`src/chbm_pkg.sv`:
```
// Types, constants and codes shared by the heartbeat monitor core modules.
package chbm_pkg;

	localparam int NODE_COUNT_DEF = 8;

	localparam int NODE_W = 7;
	localparam int PDO_W  = 3;
	localparam int FMAP_W = 8;
	localparam int TMO_W  = 9;
	localparam int PER_W  = 10;
	localparam int CFG_W  = 10;
	localparam int ENT_W  = 1 + TMO_W;

	localparam logic [10:0] PDO1_LO = 11'h181;
	localparam logic [10:0] PDO1_HI = 11'h1FF;
	localparam logic [10:0] PDO2_LO = 11'h281;
	localparam logic [10:0] PDO2_HI = 11'h2FF;
	localparam logic [10:0] PDO3_LO = 11'h381;
	localparam logic [10:0] PDO3_HI = 11'h3FF;
	localparam logic [10:0] PDO4_LO = 11'h481;
	localparam logic [10:0] PDO4_HI = 11'h4FF;
	localparam logic [10:0] HB_LO   = 11'h701;
	localparam logic [10:0] HB_HI   = 11'h77F;
	localparam logic [10:0] NMT_ID  = 11'h000;

	localparam logic [7:0] HB_BOOT   = 8'h00;
	localparam logic [7:0] HB_OPER   = 8'h05;
	localparam logic [7:0] NMT_RESET = 8'h81;

	localparam logic [NODE_W-1:0] OWN_ID_RST = 7'd1;
	localparam logic [TMO_W-1:0]  TMO_RST    = 9'd300;
	localparam logic [PER_W-1:0]  PER_RST    = 10'd100;

	typedef enum logic [1:0] {
		EV_PDO   = 2'd0,
		EV_RESET = 2'd1,
		EV_LOST  = 2'd2,
		EV_SEND  = 2'd3
	} event_t;

	typedef enum logic [1:0] {
		CFG_OWN_ID   = 2'd0,
		CFG_HB_TMO   = 2'd1,
		CFG_PROD_PER = 2'd2
	} cfg_idx_t;

	typedef enum logic {
		OP_FRAME = 1'b0,
		OP_TICK  = 1'b1
	} op_t;

	typedef enum logic [2:0] {
		ST_IDLE,
		ST_FLUSH,
		ST_RD,
		ST_UPD,
		ST_PROD
	} state_t;

	typedef struct packed {
		logic              hit;
		event_t            ev;
		logic [NODE_W-1:0] node;
		logic [PDO_W-1:0]  pdo;
		logic              hb_hit;
		logic [NODE_W-1:0] hb_node_m1;
	} fdec_t;

	typedef struct packed {
		event_t            ev;
		logic [NODE_W-1:0] node;
		logic [PDO_W-1:0]  pdo;
		logic [FMAP_W-1:0] fmap;
	} res_t;

endpackage

```
`src/chbm_ram.sv`:
```
// Generic single-port-write, single-port-read RAM with registered read data.
module chbm_ram #(
	parameter int WIDTH = 8,
	parameter int DEPTH = 8
) (
	input  logic                                 clk,
	input  logic                                 we,
	input  logic [(DEPTH > 1 ? $clog2(DEPTH) : 1)-1:0] waddr,
	input  logic [WIDTH-1:0]                     wdata,
	input  logic                                 re,
	input  logic [(DEPTH > 1 ? $clog2(DEPTH) : 1)-1:0] raddr,
	output logic [WIDTH-1:0]                     rdata
);

	logic [WIDTH-1:0] mem [DEPTH];

	always_ff @(posedge clk) begin
		if (we) begin
			mem[waddr] <= wdata;
		end
		if (re) begin
			rdata <= mem[raddr];
		end
	end

endmodule

```
`src/chbm_frame_dec.sv`:
```
// Decoder that classifies a received frame as PDO, heartbeat or NMT reset.
module chbm_frame_dec import chbm_pkg::*; #(
	parameter int NODE_COUNT = NODE_COUNT_DEF
) (
	input  logic [10:0]       can_id,
	input  logic              is_extended,
	input  logic [3:0]        data_length,
	input  logic [7:0]        first_byte,
	input  logic [7:0]        second_byte,
	input  logic [NODE_W-1:0] own_node_id,
	output fdec_t             dec
);

	logic [NODE_W-1:0] node;
	logic [PDO_W-1:0]  pdo;
	logic              rst_hit;

	always_comb begin
		node = can_id[NODE_W-1:0];
		if (can_id inside {[PDO1_LO:PDO1_HI]}) begin
			pdo = 3'd1;
		end else if (can_id inside {[PDO2_LO:PDO2_HI]}) begin
			pdo = 3'd2;
		end else if (can_id inside {[PDO3_LO:PDO3_HI]}) begin
			pdo = 3'd3;
		end else if (can_id inside {[PDO4_LO:PDO4_HI]}) begin
			pdo = 3'd4;
		end else begin
			pdo = '0;
		end

		rst_hit = (can_id == NMT_ID) && !is_extended && (data_length == 4'd2)
			&& (first_byte == NMT_RESET)
			&& ((second_byte == {1'b0, own_node_id}) || (second_byte == 8'h00));

		dec.hit        = (pdo != '0) || rst_hit;
		dec.ev         = (pdo != '0) ? EV_PDO : EV_RESET;
		dec.node       = (pdo != '0) ? node : second_byte[NODE_W-1:0];
		dec.pdo        = pdo;
		dec.hb_hit     = (can_id inside {[HB_LO:HB_HI]}) && (node != '0)
			&& (int'(node) <= NODE_COUNT) && (data_length == 4'd1)
			&& ((first_byte == HB_BOOT) || (first_byte == HB_OPER));
		dec.hb_node_m1 = node - 7'd1;
	end

endmodule

```
`src/can_rx_dispatch_heartbeat_monitor_core.sv`:
```
// CAN receive dispatcher with heartbeat consumer and producer, top level.
// A frame beat passes through ST_IDLE and ST_FLUSH; its result, if any, waits in the pending
// register and moves to the output register once the output is free. A tick beat reads each
// node entry of the timer RAM in ST_RD and writes it back in ST_UPD, then the producer and
// output flush follow. Asynchronous reset clears all nodes (per-entry valid bits), the producer
// counter and the configuration to its defaults; the block is ready at once after reset.
module can_rx_dispatch_heartbeat_monitor_core import chbm_pkg::*; #(
	parameter int NODE_COUNT = NODE_COUNT_DEF
) (
	input  logic             clk,
	input  logic             arst_n,
	input  logic             s_axis_tvalid,
	output logic             s_axis_tready,
	// can_id[10:0], is_extended[11], data_length[15:12], first_byte[23:16],
	// second_byte[31:24]
	input  logic [31:0]      s_axis_tdata,
	// op[0]
	input  logic [0:0]       s_axis_tuser,
	output logic             m_axis_tvalid,
	input  logic             m_axis_tready,
	// node_id[6:0], pdo_number[9:7], found_map[17:10], zero fill[23:18]
	output logic [23:0]      m_axis_tdata,
	// event_res[1:0]
	output logic [1:0]       m_axis_tuser,
	output logic             m_axis_tlast,
	input  logic             cfg_we,
	input  logic [1:0]       cfg_index,
	input  logic [CFG_W-1:0] cfg_wdata
);

	localparam int IDX_W = (NODE_COUNT > 1) ? $clog2(NODE_COUNT) : 1;
	localparam logic [IDX_W-1:0] IDX_LAST = IDX_W'(NODE_COUNT - 1);

	state_t            state_q, state_d;
	logic [IDX_W-1:0]  idx_q, idx_d;
	logic              send_q, send_d;
	res_t              pend_q, pend_d;
	logic              pend_vld_q, pend_vld_d;
	res_t              out_q, out_d;
	logic              out_vld_q, out_vld_d;
	logic              out_last_q, out_last_d;
	logic [FMAP_W-1:0] fmap_q, fmap_d;
	logic [NODE_COUNT-1:0] vld_q, vld_d;
	logic [PER_W-1:0]  cnt_q, cnt_d;
	logic [NODE_W-1:0] own_q;
	logic [TMO_W-1:0]  tmo_q;
	logic [PER_W-1:0]  per_q;

	fdec_t             dec;
	logic              out_free;
	logic [PER_W-1:0]  cnt_inc;
	logic              prod_send;
	logic [FMAP_W-1:0] hb_mask;
	logic [FMAP_W-1:0] lost_mask;
	logic [ENT_W-1:0]  ent;
	logic [TMO_W:0]    sil_inc;
	logic [TMO_W-1:0]  sil_nx;
	logic              lost;

	logic              ram_we;
	logic [IDX_W-1:0]  ram_waddr;
	logic [ENT_W-1:0]  ram_wdata;
	logic              ram_re;
	logic [ENT_W-1:0]  ram_rdata;

	chbm_frame_dec #(
		.NODE_COUNT(NODE_COUNT)
	) u_dec (
		.can_id     (s_axis_tdata[10:0]),
		.is_extended(s_axis_tdata[11]),
		.data_length(s_axis_tdata[15:12]),
		.first_byte (s_axis_tdata[23:16]),
		.second_byte(s_axis_tdata[31:24]),
		.own_node_id(own_q),
		.dec        (dec)
	);

	chbm_ram #(
		.WIDTH(ENT_W),
		.DEPTH(NODE_COUNT)
	) u_ram (
		.clk  (clk),
		.we   (ram_we),
		.waddr(ram_waddr),
		.wdata(ram_wdata),
		.re   (ram_re),
		.raddr(idx_q),
		.rdata(ram_rdata)
	);

	assign out_free  = !out_vld_q || m_axis_tready;
	assign cnt_inc   = (cnt_q == '1) ? cnt_q : cnt_q + 10'd1;
	assign prod_send = (cnt_inc >= per_q);
	assign hb_mask   = FMAP_W'(1) << dec.hb_node_m1;
	assign lost_mask = FMAP_W'(1) << idx_q;

	// An entry that has never been written since reset reads as cleared.
	assign ent     = vld_q[idx_q] ? ram_rdata : '0;
	assign sil_inc = {1'b0, ent[TMO_W-1:0]} + 10'd1;
	assign sil_nx  = (sil_inc < {1'b0, tmo_q}) ? sil_inc[TMO_W-1:0] : tmo_q;
	assign lost    = ent[ENT_W-1] && (sil_nx >= tmo_q);

	always_comb begin
		state_d       = state_q;
		idx_d         = idx_q;
		send_d        = send_q;
		pend_d        = pend_q;
		pend_vld_d    = pend_vld_q;
		out_d         = out_q;
		out_vld_d     = out_vld_q && !m_axis_tready;
		out_last_d    = out_last_q;
		fmap_d        = fmap_q;
		vld_d         = vld_q;
		cnt_d         = cnt_q;
		ram_we        = 1'b0;
		ram_waddr     = idx_q;
		ram_wdata     = '0;
		ram_re        = 1'b0;
		s_axis_tready = (state_q == ST_IDLE);

		case (state_q)
			ST_IDLE: begin
				if (s_axis_tvalid) begin
					if (s_axis_tuser[0] == OP_TICK) begin
						idx_d   = '0;
						send_d  = prod_send;
						cnt_d   = prod_send ? '0 : cnt_inc;
						state_d = ST_RD;
					end else begin
						if (dec.hb_hit) begin
							ram_we    = 1'b1;
							ram_waddr = dec.hb_node_m1[IDX_W-1:0];
							ram_wdata = {1'b1, {TMO_W{1'b0}}};
							vld_d[dec.hb_node_m1[IDX_W-1:0]] = 1'b1;
							fmap_d    = fmap_q | hb_mask;
						end
						if (dec.hit) begin
							pend_vld_d = 1'b1;
							pend_d     = '{ev: dec.ev, node: dec.node, pdo: dec.pdo,
								fmap: fmap_q};
						end
						state_d = ST_FLUSH;
					end
				end
			end
			ST_RD: begin
				ram_re  = 1'b1;
				state_d = ST_UPD;
			end
			ST_UPD: begin
				if (!(lost && pend_vld_q && !out_free)) begin
					ram_we       = 1'b1;
					ram_wdata    = {ent[ENT_W-1] && !lost, sil_nx};
					vld_d[idx_q] = 1'b1;
					if (lost) begin
						if (pend_vld_q) begin
							out_d      = pend_q;
							out_last_d = 1'b0;
							out_vld_d  = 1'b1;
						end
						fmap_d     = fmap_q & ~lost_mask;
						pend_vld_d = 1'b1;
						pend_d     = '{ev: EV_LOST, node: NODE_W'(idx_q) + 7'd1,
							pdo: '0, fmap: fmap_q & ~lost_mask};
					end
					if (idx_q == IDX_LAST) begin
						state_d = ST_PROD;
					end else begin
						idx_d   = idx_q + 1'b1;
						state_d = ST_RD;
					end
				end
			end
			ST_PROD: begin
				if (!send_q) begin
					state_d = ST_FLUSH;
				end else if (!pend_vld_q || out_free) begin
					if (pend_vld_q) begin
						out_d      = pend_q;
						out_last_d = 1'b0;
						out_vld_d  = 1'b1;
					end
					pend_vld_d = 1'b1;
					pend_d     = '{ev: EV_SEND, node: '0, pdo: '0, fmap: fmap_q};
					state_d    = ST_FLUSH;
				end
			end
			ST_FLUSH: begin
				if (!pend_vld_q) begin
					state_d = ST_IDLE;
				end else if (out_free) begin
					out_d      = pend_q;
					out_last_d = 1'b1;
					out_vld_d  = 1'b1;
					pend_vld_d = 1'b0;
					state_d    = ST_IDLE;
				end
			end
			default: begin
				state_d = ST_IDLE;
			end
		endcase
	end

	always_ff @(posedge clk or negedge arst_n) begin
		if (!arst_n) begin
			state_q    <= ST_IDLE;
			idx_q      <= '0;
			send_q     <= 1'b0;
			pend_vld_q <= 1'b0;
			out_vld_q  <= 1'b0;
			fmap_q     <= '0;
			vld_q      <= '0;
			cnt_q      <= '0;
		end else begin
			state_q    <= state_d;
			idx_q      <= idx_d;
			send_q     <= send_d;
			pend_vld_q <= pend_vld_d;
			out_vld_q  <= out_vld_d;
			fmap_q     <= fmap_d;
			vld_q      <= vld_d;
			cnt_q      <= cnt_d;
		end
	end

	always_ff @(posedge clk) begin
		pend_q     <= pend_d;
		out_q      <= out_d;
		out_last_q <= out_last_d;
	end

	always_ff @(posedge clk or negedge arst_n) begin
		if (!arst_n) begin
			own_q <= OWN_ID_RST;
			tmo_q <= TMO_RST;
			per_q <= PER_RST;
		end else if (cfg_we) begin
			case (cfg_index)
				CFG_OWN_ID:   own_q <= cfg_wdata[NODE_W-1:0];
				CFG_HB_TMO:   tmo_q <= cfg_wdata[TMO_W-1:0];
				CFG_PROD_PER: per_q <= cfg_wdata[PER_W-1:0];
				default: begin
				end
			endcase
		end
	end

	assign m_axis_tvalid = out_vld_q;
	assign m_axis_tdata  = {6'b0, out_q.fmap, out_q.pdo, out_q.node};
	assign m_axis_tuser  = out_q.ev;
	assign m_axis_tlast  = out_last_q;

endmodule

```
`config.mk`:
```
export PLATFORM = sky130hd
export DESIGN_NAME = can_rx_dispatch_heartbeat_monitor_core
export DESIGN_NICKNAME = d
export VERILOG_FILES = /design/src/chbm_pkg.sv /design/src/chbm_ram.sv /design/src/chbm_frame_dec.sv /design/src/can_rx_dispatch_heartbeat_monitor_core.sv
export SDC_FILE = /design/constraint.sdc
export NUM_CORES = 1
export LEC_CHECK = 0
export ABC_AREA = 1
export BUFFER_PORTS_ARGS = -buffer_cell sky130_fd_sc_hd__buf_2
export CAP_MARGIN = 0
export CORE_ASPECT_RATIO = 1.5
export CORE_MARGIN = 2
export CORE_UTILIZATION = 60
export DETAILED_ROUTE_END_ITERATION = 6
export PLACE_DENSITY = 0.78
export SYNTH_ARGS = -nofsm -noshare
export SYNTH_HDL_FRONTEND = slang
export SYNTH_HIERARCHICAL = 1
export SYNTH_SLANG_ARGS = --single-unit
```
`constraint.sdc`:
```
create_clock -name clk -period 7.1 [get_ports clk]
set_input_delay 0.355 -clock clk [delete_from_list [all_inputs] [get_ports clk]]
set_output_delay 0.355 -clock clk [all_outputs]
set_load 0.005 [all_outputs]
```
==> results.md, run 1 <==
* Status: finished, violations left
* Violated checks: design-rule violations
* Core area at 17,400 sq um
* Number of enable flip-flop cells after synthesis at 131
* Die height at 167 um
* Register-to-Register Path Depth at 35
* CP Max Fanout at 22
* Final Cycle Share at 80.4%
* CP arrival at 5.77 ns
* Max Slew Vio Count at 0
* Antenna-violating nets left at 0
* Die Wd at 113 um
* Synthesized area at 10,700 sq um
* Vias in the first global route at 8,274
* Placed Area at 11,200 sq um
* FMAX at 0.175 GHz
* Global-route total usage across every layer at 26.4%
* Synthesized flop and latch total at 192
* Num CTS Buffers at 17
* Root buffer cell: clkbuf_16
* Share of the yosys chip area belonging to registers at 51.2%
* Nets at 1,369
* H-tree depth at 4
* Unrepaired setup endpoints after global routing: false
* Worst min-delay path class: in -> async
* Port Buffers at 72
* Cell Count, Final, Fillers Out at 1,506
* Worst setup path category: reg -> reg
* Iter 0 DRT Violations at 642
* Gpl congestion at 0.943
* Final setup viols at 0
* Top cell type's share of synthesized area at 36.8%
* Max stage delay on crit path at 0.76 ns
* Async set-or-reset flop fraction in the synthesized netlist at 31.8%
* Worst setup EP type: register
* Fraction of layout cells with a size suffix above 1 at 16.9%
* Design Area, Final at 11,800 sq um
* Worst path required time at 7.16 ns
* Synth Area per Inst at 8.86 sq um
* Routed wire length at 23.9 mm
* CTS Sinks at 192
* Slew @ Worst Pin at 1.07 ns
* Top cell type by total area after synthesis: edfxtp_1
* Most numerous cell in the Yosys netlist: nand2_1
* CTS tree: yes
* Initial core utilization at 61.3%
* Synth unique cells at 55
* Top cell by count, worst path: nand2_1
* I/O pin count at 79
* Via count at 8,304
* Placed Instances at 1,474
* Synth Flop Type: edfxtp_1
* Final hold violations at 0
* CP bufs+invs at 5
* DRC viols at 1
* Setup crit start kind: register
* Core Util, Final at 67.5%
* Initial antenna violation count at 0
* GR Overflow Total at 0
* Hold_buf cts at 0
* Die area at 18,900 sq um
* DR WL/cell at 15.9 um
* TritonRoute pass-1 iters at 7
* P per Cell Area at 358 nW/um^2
* Warnings from Yosys at 6
* Main area contributors after synthesis: edfxtp_1, dfrtp_1, nand2_1
* Reg clk slew, reported paths at 0.08 ns
* First-pass GRT wire length at 39.4 mm
* Worst path slowest cell: nor2_1
* Rel. slew slack at 28.5%
* Detail Placement HPWL at 17.4 mm
* Stages on worst setup path at 35
* Cells after synthesis at 1,205
* Clk_skew at 0.0116 ns
* Leak at 0.00553 uW
* Number of max-cap violations at 0
* Antenna diodes at 0
* Worst skew pair latency at 0.44 ns
* Cell family with most CP delay: simple AND/OR/NAND/NOR gates
* Largest net degree at the start of global routing at 62
* PostCTS Resize Cnt at 0
* Top cells by count, synth: nand2_1, inv_1, edfxtp_1, nor2_1, nand3_1
* Clock Tree Buf Depth at 2
* Max VDD drop at 213 uV
* Via-per-instance ratio at 5.51
* Fin Setup TNS at 0 ns
* Setup Buffers After CTS at 0
* Area delta synth->final at 10.2%
* Site Rows at 59
* Tmin final at 5.71 ns
==> final timing paths <==
check                      slack [ns]    startpoint         endpoint
max in group asynchronous        6.46        arst_n         vld_q[1]
min reg2reg                      0.42    pend_q[15]  m_axis_tdata[4]
max reg2reg                      1.39      idx_q[1]  u_ram/mem[3][3]
max                              1.39      idx_q[1]  u_ram/mem[3][3]
min                              0.07        arst_n         cnt_q[7]
min in group clk                 0.15  cfg_wdata[8]         tmo_q[8]
==> flip-flops by register name (all words and copies together) (netlist names), 8 cells and up <==
register / flops
fmap_q: 8
tmo_q: 9
per_q: 10
cnt_q: 10
vld_q: 8
m_axis_tdata: 18
u_ram/mem: 80
u_ram/rdata: 10
pend_q: 20
==> kinds of logic (layout without fill, tap and decap cells) <==
group | after synthesis | after routing | share of synthesized area, %
adder cells (fa/ha/maj) | 39 | 39 | 4.57
AO/OA/AOI/OAI | 128 | 128 | 7.42
XOR/XNOR | 17 | 17 | 1.39
AND/OR/NAND/NOR | 561 | 561 | 24.7
other | 2 | 7 | 0.0703
flip-flops | 192 | 192 | 51.2
buffers and inverters | 266 | 349 | 10.6
==> final cells by class <==
type                            instances  area (sq um)
Clock buffer                           17           425
Inverter                              234           888
Clock inverter                         15           170
Fill cell                            1447          5660
Timing Repair Buffer                   83           443
Sequential cell                       192          5470
Tap cell                              213           267
Multi-Input combinational cell        752          4100
==> power breakdown <==
part           leakage [uW]  total, uW  internal (uW)  switching, uW
sequential          0.00196       1650           1530            113
clock              0.000287        956            503            454
combinational       0.00328       1610            525           1080
==> worst register-to-register path: cells and delay by family (launching register included) <==
family	cells	cell delay [ns]
DFF	1	0.45
AOI/OAI and AO/OA	3	0.40
and+or+nand+nor	24	3.16
adders and majority gates	2	0.60
xor gates and xnor gates	1	0.24
buffers and inverters	5	0.49
==> layout by cell type (no fill, tap or decap), drive strengths merged, types with 3 or more instances in the layout <==
| master | synthesis | layout |
|---|---|---|
| o2111ai | 3 | 3 |
| o21ai | 65 | 65 |
| a211oi | 3 | 3 |
| o211ai | 4 | 4 |
| a32oi | 6 | 6 |
| xor2 | 9 | 9 |
| dfrtp | 53 | 53 |
| nor2 | 97 | 97 |
| clkinv | 2 | 6 |
| nor3 | 20 | 20 |
| edfxtp | 131 | 131 |
| a31oi | 6 | 6 |
| or2 | 7 | 7 |
| o21bai | 4 | 4 |
| xnor2 | 8 | 8 |
| clkbuf | 5 | 17 |
| buf | 27 | 83 |
| nand2 | 328 | 328 |
| nand4 | 17 | 17 |
| inv | 232 | 240 |
| a21oi | 23 | 23 |
| conb | 2 | 7 |
| dfstp | 8 | 8 |
| ha | 39 | 39 |
| o22ai | 5 | 5 |
| nand3 | 87 | 87 |
| nor4 | 3 | 3 |
==> routing by layer <==
layer	wire, um	vias to the layer above	track usage [%]	part of all wire [%]
li1	-	4023	-	-
met1	9280	3924	31.6	39
met2	12500	291	46.3	52
met3	1160	66	4.67	4.9
met4	939	0	11.7	3.9
met5	0	-	0	0
==> per-stage QoR <==
stage / worst slack [ns] / total power (uW) / hold slack (ns)
after detailed placement: 1.39 / 3260 / 0.405
final: 1.39 / 4210 / 0.0708
after CTS: 1.37 / 4230 / 0.0987
after floorplan: 1.08 / 2850 / 0.0594
after global placement: 1.56 / 3230 / 0.401
after global routing: 0.818 / 4500 / 0.138
No activity file was read; power rests on OpenSTA's default activity.
==> run 2, diff against run 1 <==
--- a/config.mk
+++ b/config.mk
@@ -10,9 +10,9 @@
 export CAP_MARGIN = 0
 export CORE_ASPECT_RATIO = 1.5
 export CORE_MARGIN = 2
-export CORE_UTILIZATION = 60
+export CORE_UTILIZATION = 55
 export DETAILED_ROUTE_END_ITERATION = 6
-export PLACE_DENSITY = 0.78
+export PLACE_DENSITY = 0.75
 export SYNTH_ARGS = -nofsm -noshare
 export SYNTH_HDL_FRONTEND = slang
 export SYNTH_HIERARCHICAL = 1
==> constraint.sdc (replaced) <==
create_clock -name clk -period 4.7 [get_ports clk]
set_input_delay 0.235 -clock clk [delete_from_list [all_inputs] [get_ports clk]]
set_output_delay 0.235 -clock clk [all_outputs]
set_load 0.005 [all_outputs]
==> run 2 against run 1 <==
  * The run ends with negative setup slack left
  * Sequential power rose by 52%
  * Non-clock buffer count rose by 142
  * Core utilization rose by 5.0 points
  * Sequential share of layout area fell by 6.9 points
  * Worst hold slack got worse by 0.037 ns
  * Total power rose by 96%
  * Register-to-register slack got worse by 1.8 ns
  * Clock skew fell by 0.0010 ns
  * Largest power group is now combinational cells
==> results.md, run 2 (synthesis gave the netlist of run 1 again) <==
* Status: finished, violations left
* Violated checks: negative setup slack
* Reg clk slew, reported paths at 0.08 ns
* Gpl congestion at 0.941
* Max Slew Vio Count at 0
* Root buffer cell: clkbuf_16
* Worst min-delay path class: in -> reg
* Die height at 175 um
* Multi-input gate area at 4810 sq um
* Global-route total usage across every layer at 28.1%
* Reg area at 5470 sq um
* GR Overflow Total at 0
* Leak at 0.00640 uW
* Site Rows at 62
* Vias in the first global route at 9,097
* Nets at 1,515
* Setup crit start kind: register
* Via-per-instance ratio at 5.51
* Cell family with most CP delay: simple AND/OR/NAND/NOR gates
* Top cell by count, worst path: nand2_4
* Placed Area at 11,700 sq um
* Initial core utilization at 55.9%
* Core area at 19,100 sq um
* Design Area, Final at 13,800 sq um
* Unrepaired setup endpoints after global routing: true
* Biggest register: u_ram/mem
* Iter 0 DRT Violations at 887
* CP bufs+invs at 7
* Core Util, Final at 72.5%
* Detail Placement HPWL at 18.4 mm
* Number of max-cap violations at 0
* CTS Sinks at 192
* FMAX at 0.196 GHz
* First-pass GRT wire length at 45.0 mm
* Die area at 20,600 sq um
* Worst setup path category: reg -> reg
* Antenna diodes at 0
* # fillers at 1,313
* Fraction of layout cells with a size suffix above 1 at 32.0%
* Via count at 9,341
* Worst path required time at 4.87 ns
* Final setup margin at -0.415 ns
* Port Buffers at 72
* CP Max Fanout at 8
* Pre-CTS setup slack at -0.412 ns
* CP arrival at 5.28 ns
* Most frequent cells in the layout: nand2_1, inv_1, edfxtp_1
* Die Wd at 118 um
* Clock Tree Buf Depth at 2
* Area delta synth->final at 29.6%
* Worst skew pair latency at 0.44 ns
* TritonRoute pass-1 iters at 7
* Initial antenna violation count at 0
* Final Cycle Share at 109%
* Rel. slew slack at 26.7%
* DRC viols at 0
* Flip-flop count of the largest register after layout at 80
* Num CTS Buffers at 17
* Slew @ Worst Pin at 1.09 ns
* Tmin final at 5.11 ns
* DR WL/cell at 18.1 um
* Final setup viols at 225
* H-tree depth at 4
* Worst path slowest cell: dfrtp_2
* P per Cell Area at 596 nW/um^2
* Worst setup EP type: register
* Max VDD drop at 371 uV
* Commonest non-fill, non-tap cell in the layout: nand2_1
* Antenna-violating nets left at 0
* Clk_skew at 0.0106 ns
* Largest net degree at the start of global routing at 62
* CTS tree: yes
* Routed wire length at 30.7 mm
* I/O pin count at 79
* Max stage delay on crit path at 0.53 ns
* Final hold violations at 0
==> run 2: cell types whose count changed in the layout (fill, tap and decap cells not counted), sizes merged <==
cell         before  now
nand2           328  330
inv             240  238
buf              83  224
clkinvlp          2    3
nor2             97   99
bufinv            1    0
dlygate4sd3       0    1
clkinv            6    8
==> run 2: repair_timing <==
action,4_1_cts,5_1_grt
pin swaps,19,30
cloned,5,2
resized for setup,69,99
setup buffers,79,24
endpoints found under the hold margin,19,0
endpoints found under the setup margin,215,230
hold buffers,1,0
==> run 2: metal layers <==
layer | track usage, % | vias to the layer above | routed length (um)
met4 | 19.8 | 0 | 2420
met5 | 0 | - | 0
met2 | 51.8 | 507 | 16100
met1 | 29.3 | 4316 | 10500
li1 | - | 4328 | -
met3 | 3.75 | 190 | 1720
==> run 2: worst paths after layout <==
path | from | to | slack, ns | cells past startpoint
max | idx_q[2] | pend_q[13] | -0.41 | 37
min | cfg_wdata[8] | tmo_q[8] | 0.03 | 3
max reg2reg | idx_q[2] | pend_q[13] | -0.41 | 37
min reg2reg | pend_q[4] | m_axis_tdata[14] | 0.42 | 0
max in group asynchronous | arst_n | idx_q[2] | 3.61 | 3
min in group asynchronous | arst_n | fmap_q[7] | 0.47 | 3
==> run 2: worst reg2reg max path: cells and delay by family, from the launching register on <==
family | cells | cell delay [ns]
compound gates | 3 | 0.52
fa+ha+maj | 3 | 0.71
buf+inv | 7 | 0.65
flops | 1 | 0.53
simple gates | 24 | 2.42
==> run 2: metrics by stage <==
step / cells / hold WS (ns) / setup TNS [ns] / power [uW]
finish: 1695 / 0.0341 / -61.24 / 8250
floorplan: 1210 / -0.0606 / -5.10 / 4360
global placement: 1562 / 0.404 / -36.71 / 5260
detailed placement: 1562 / 0.405 / -59.95 / 5330
global route: 1695 / 0.0603 / -110.01 / 8650
CTS: 1679 / 0.0271 / -0.312 / 7530
==> run 2: report_power, final <==
| group | total (uW) | internal (uW) | switching [uW] |
|---|---|---|---|
| Combinational | 4310 | 1880 | 2440 |
| Sequential | 2500 | 2320 | 181 |
| Clock | 1430 | 715 | 719 |
==> run 2: final cells by class <==
class                           instances  area share (%)
Sequential cell                       192            39.5
Multi-Input combinational cell        756            34.7
Timing Repair Buffer                  225            12.6
Inverter                              234            6.50
Clock buffer                           17            3.07
Tap cell                              256            2.31
Clock inverter                         15            1.20
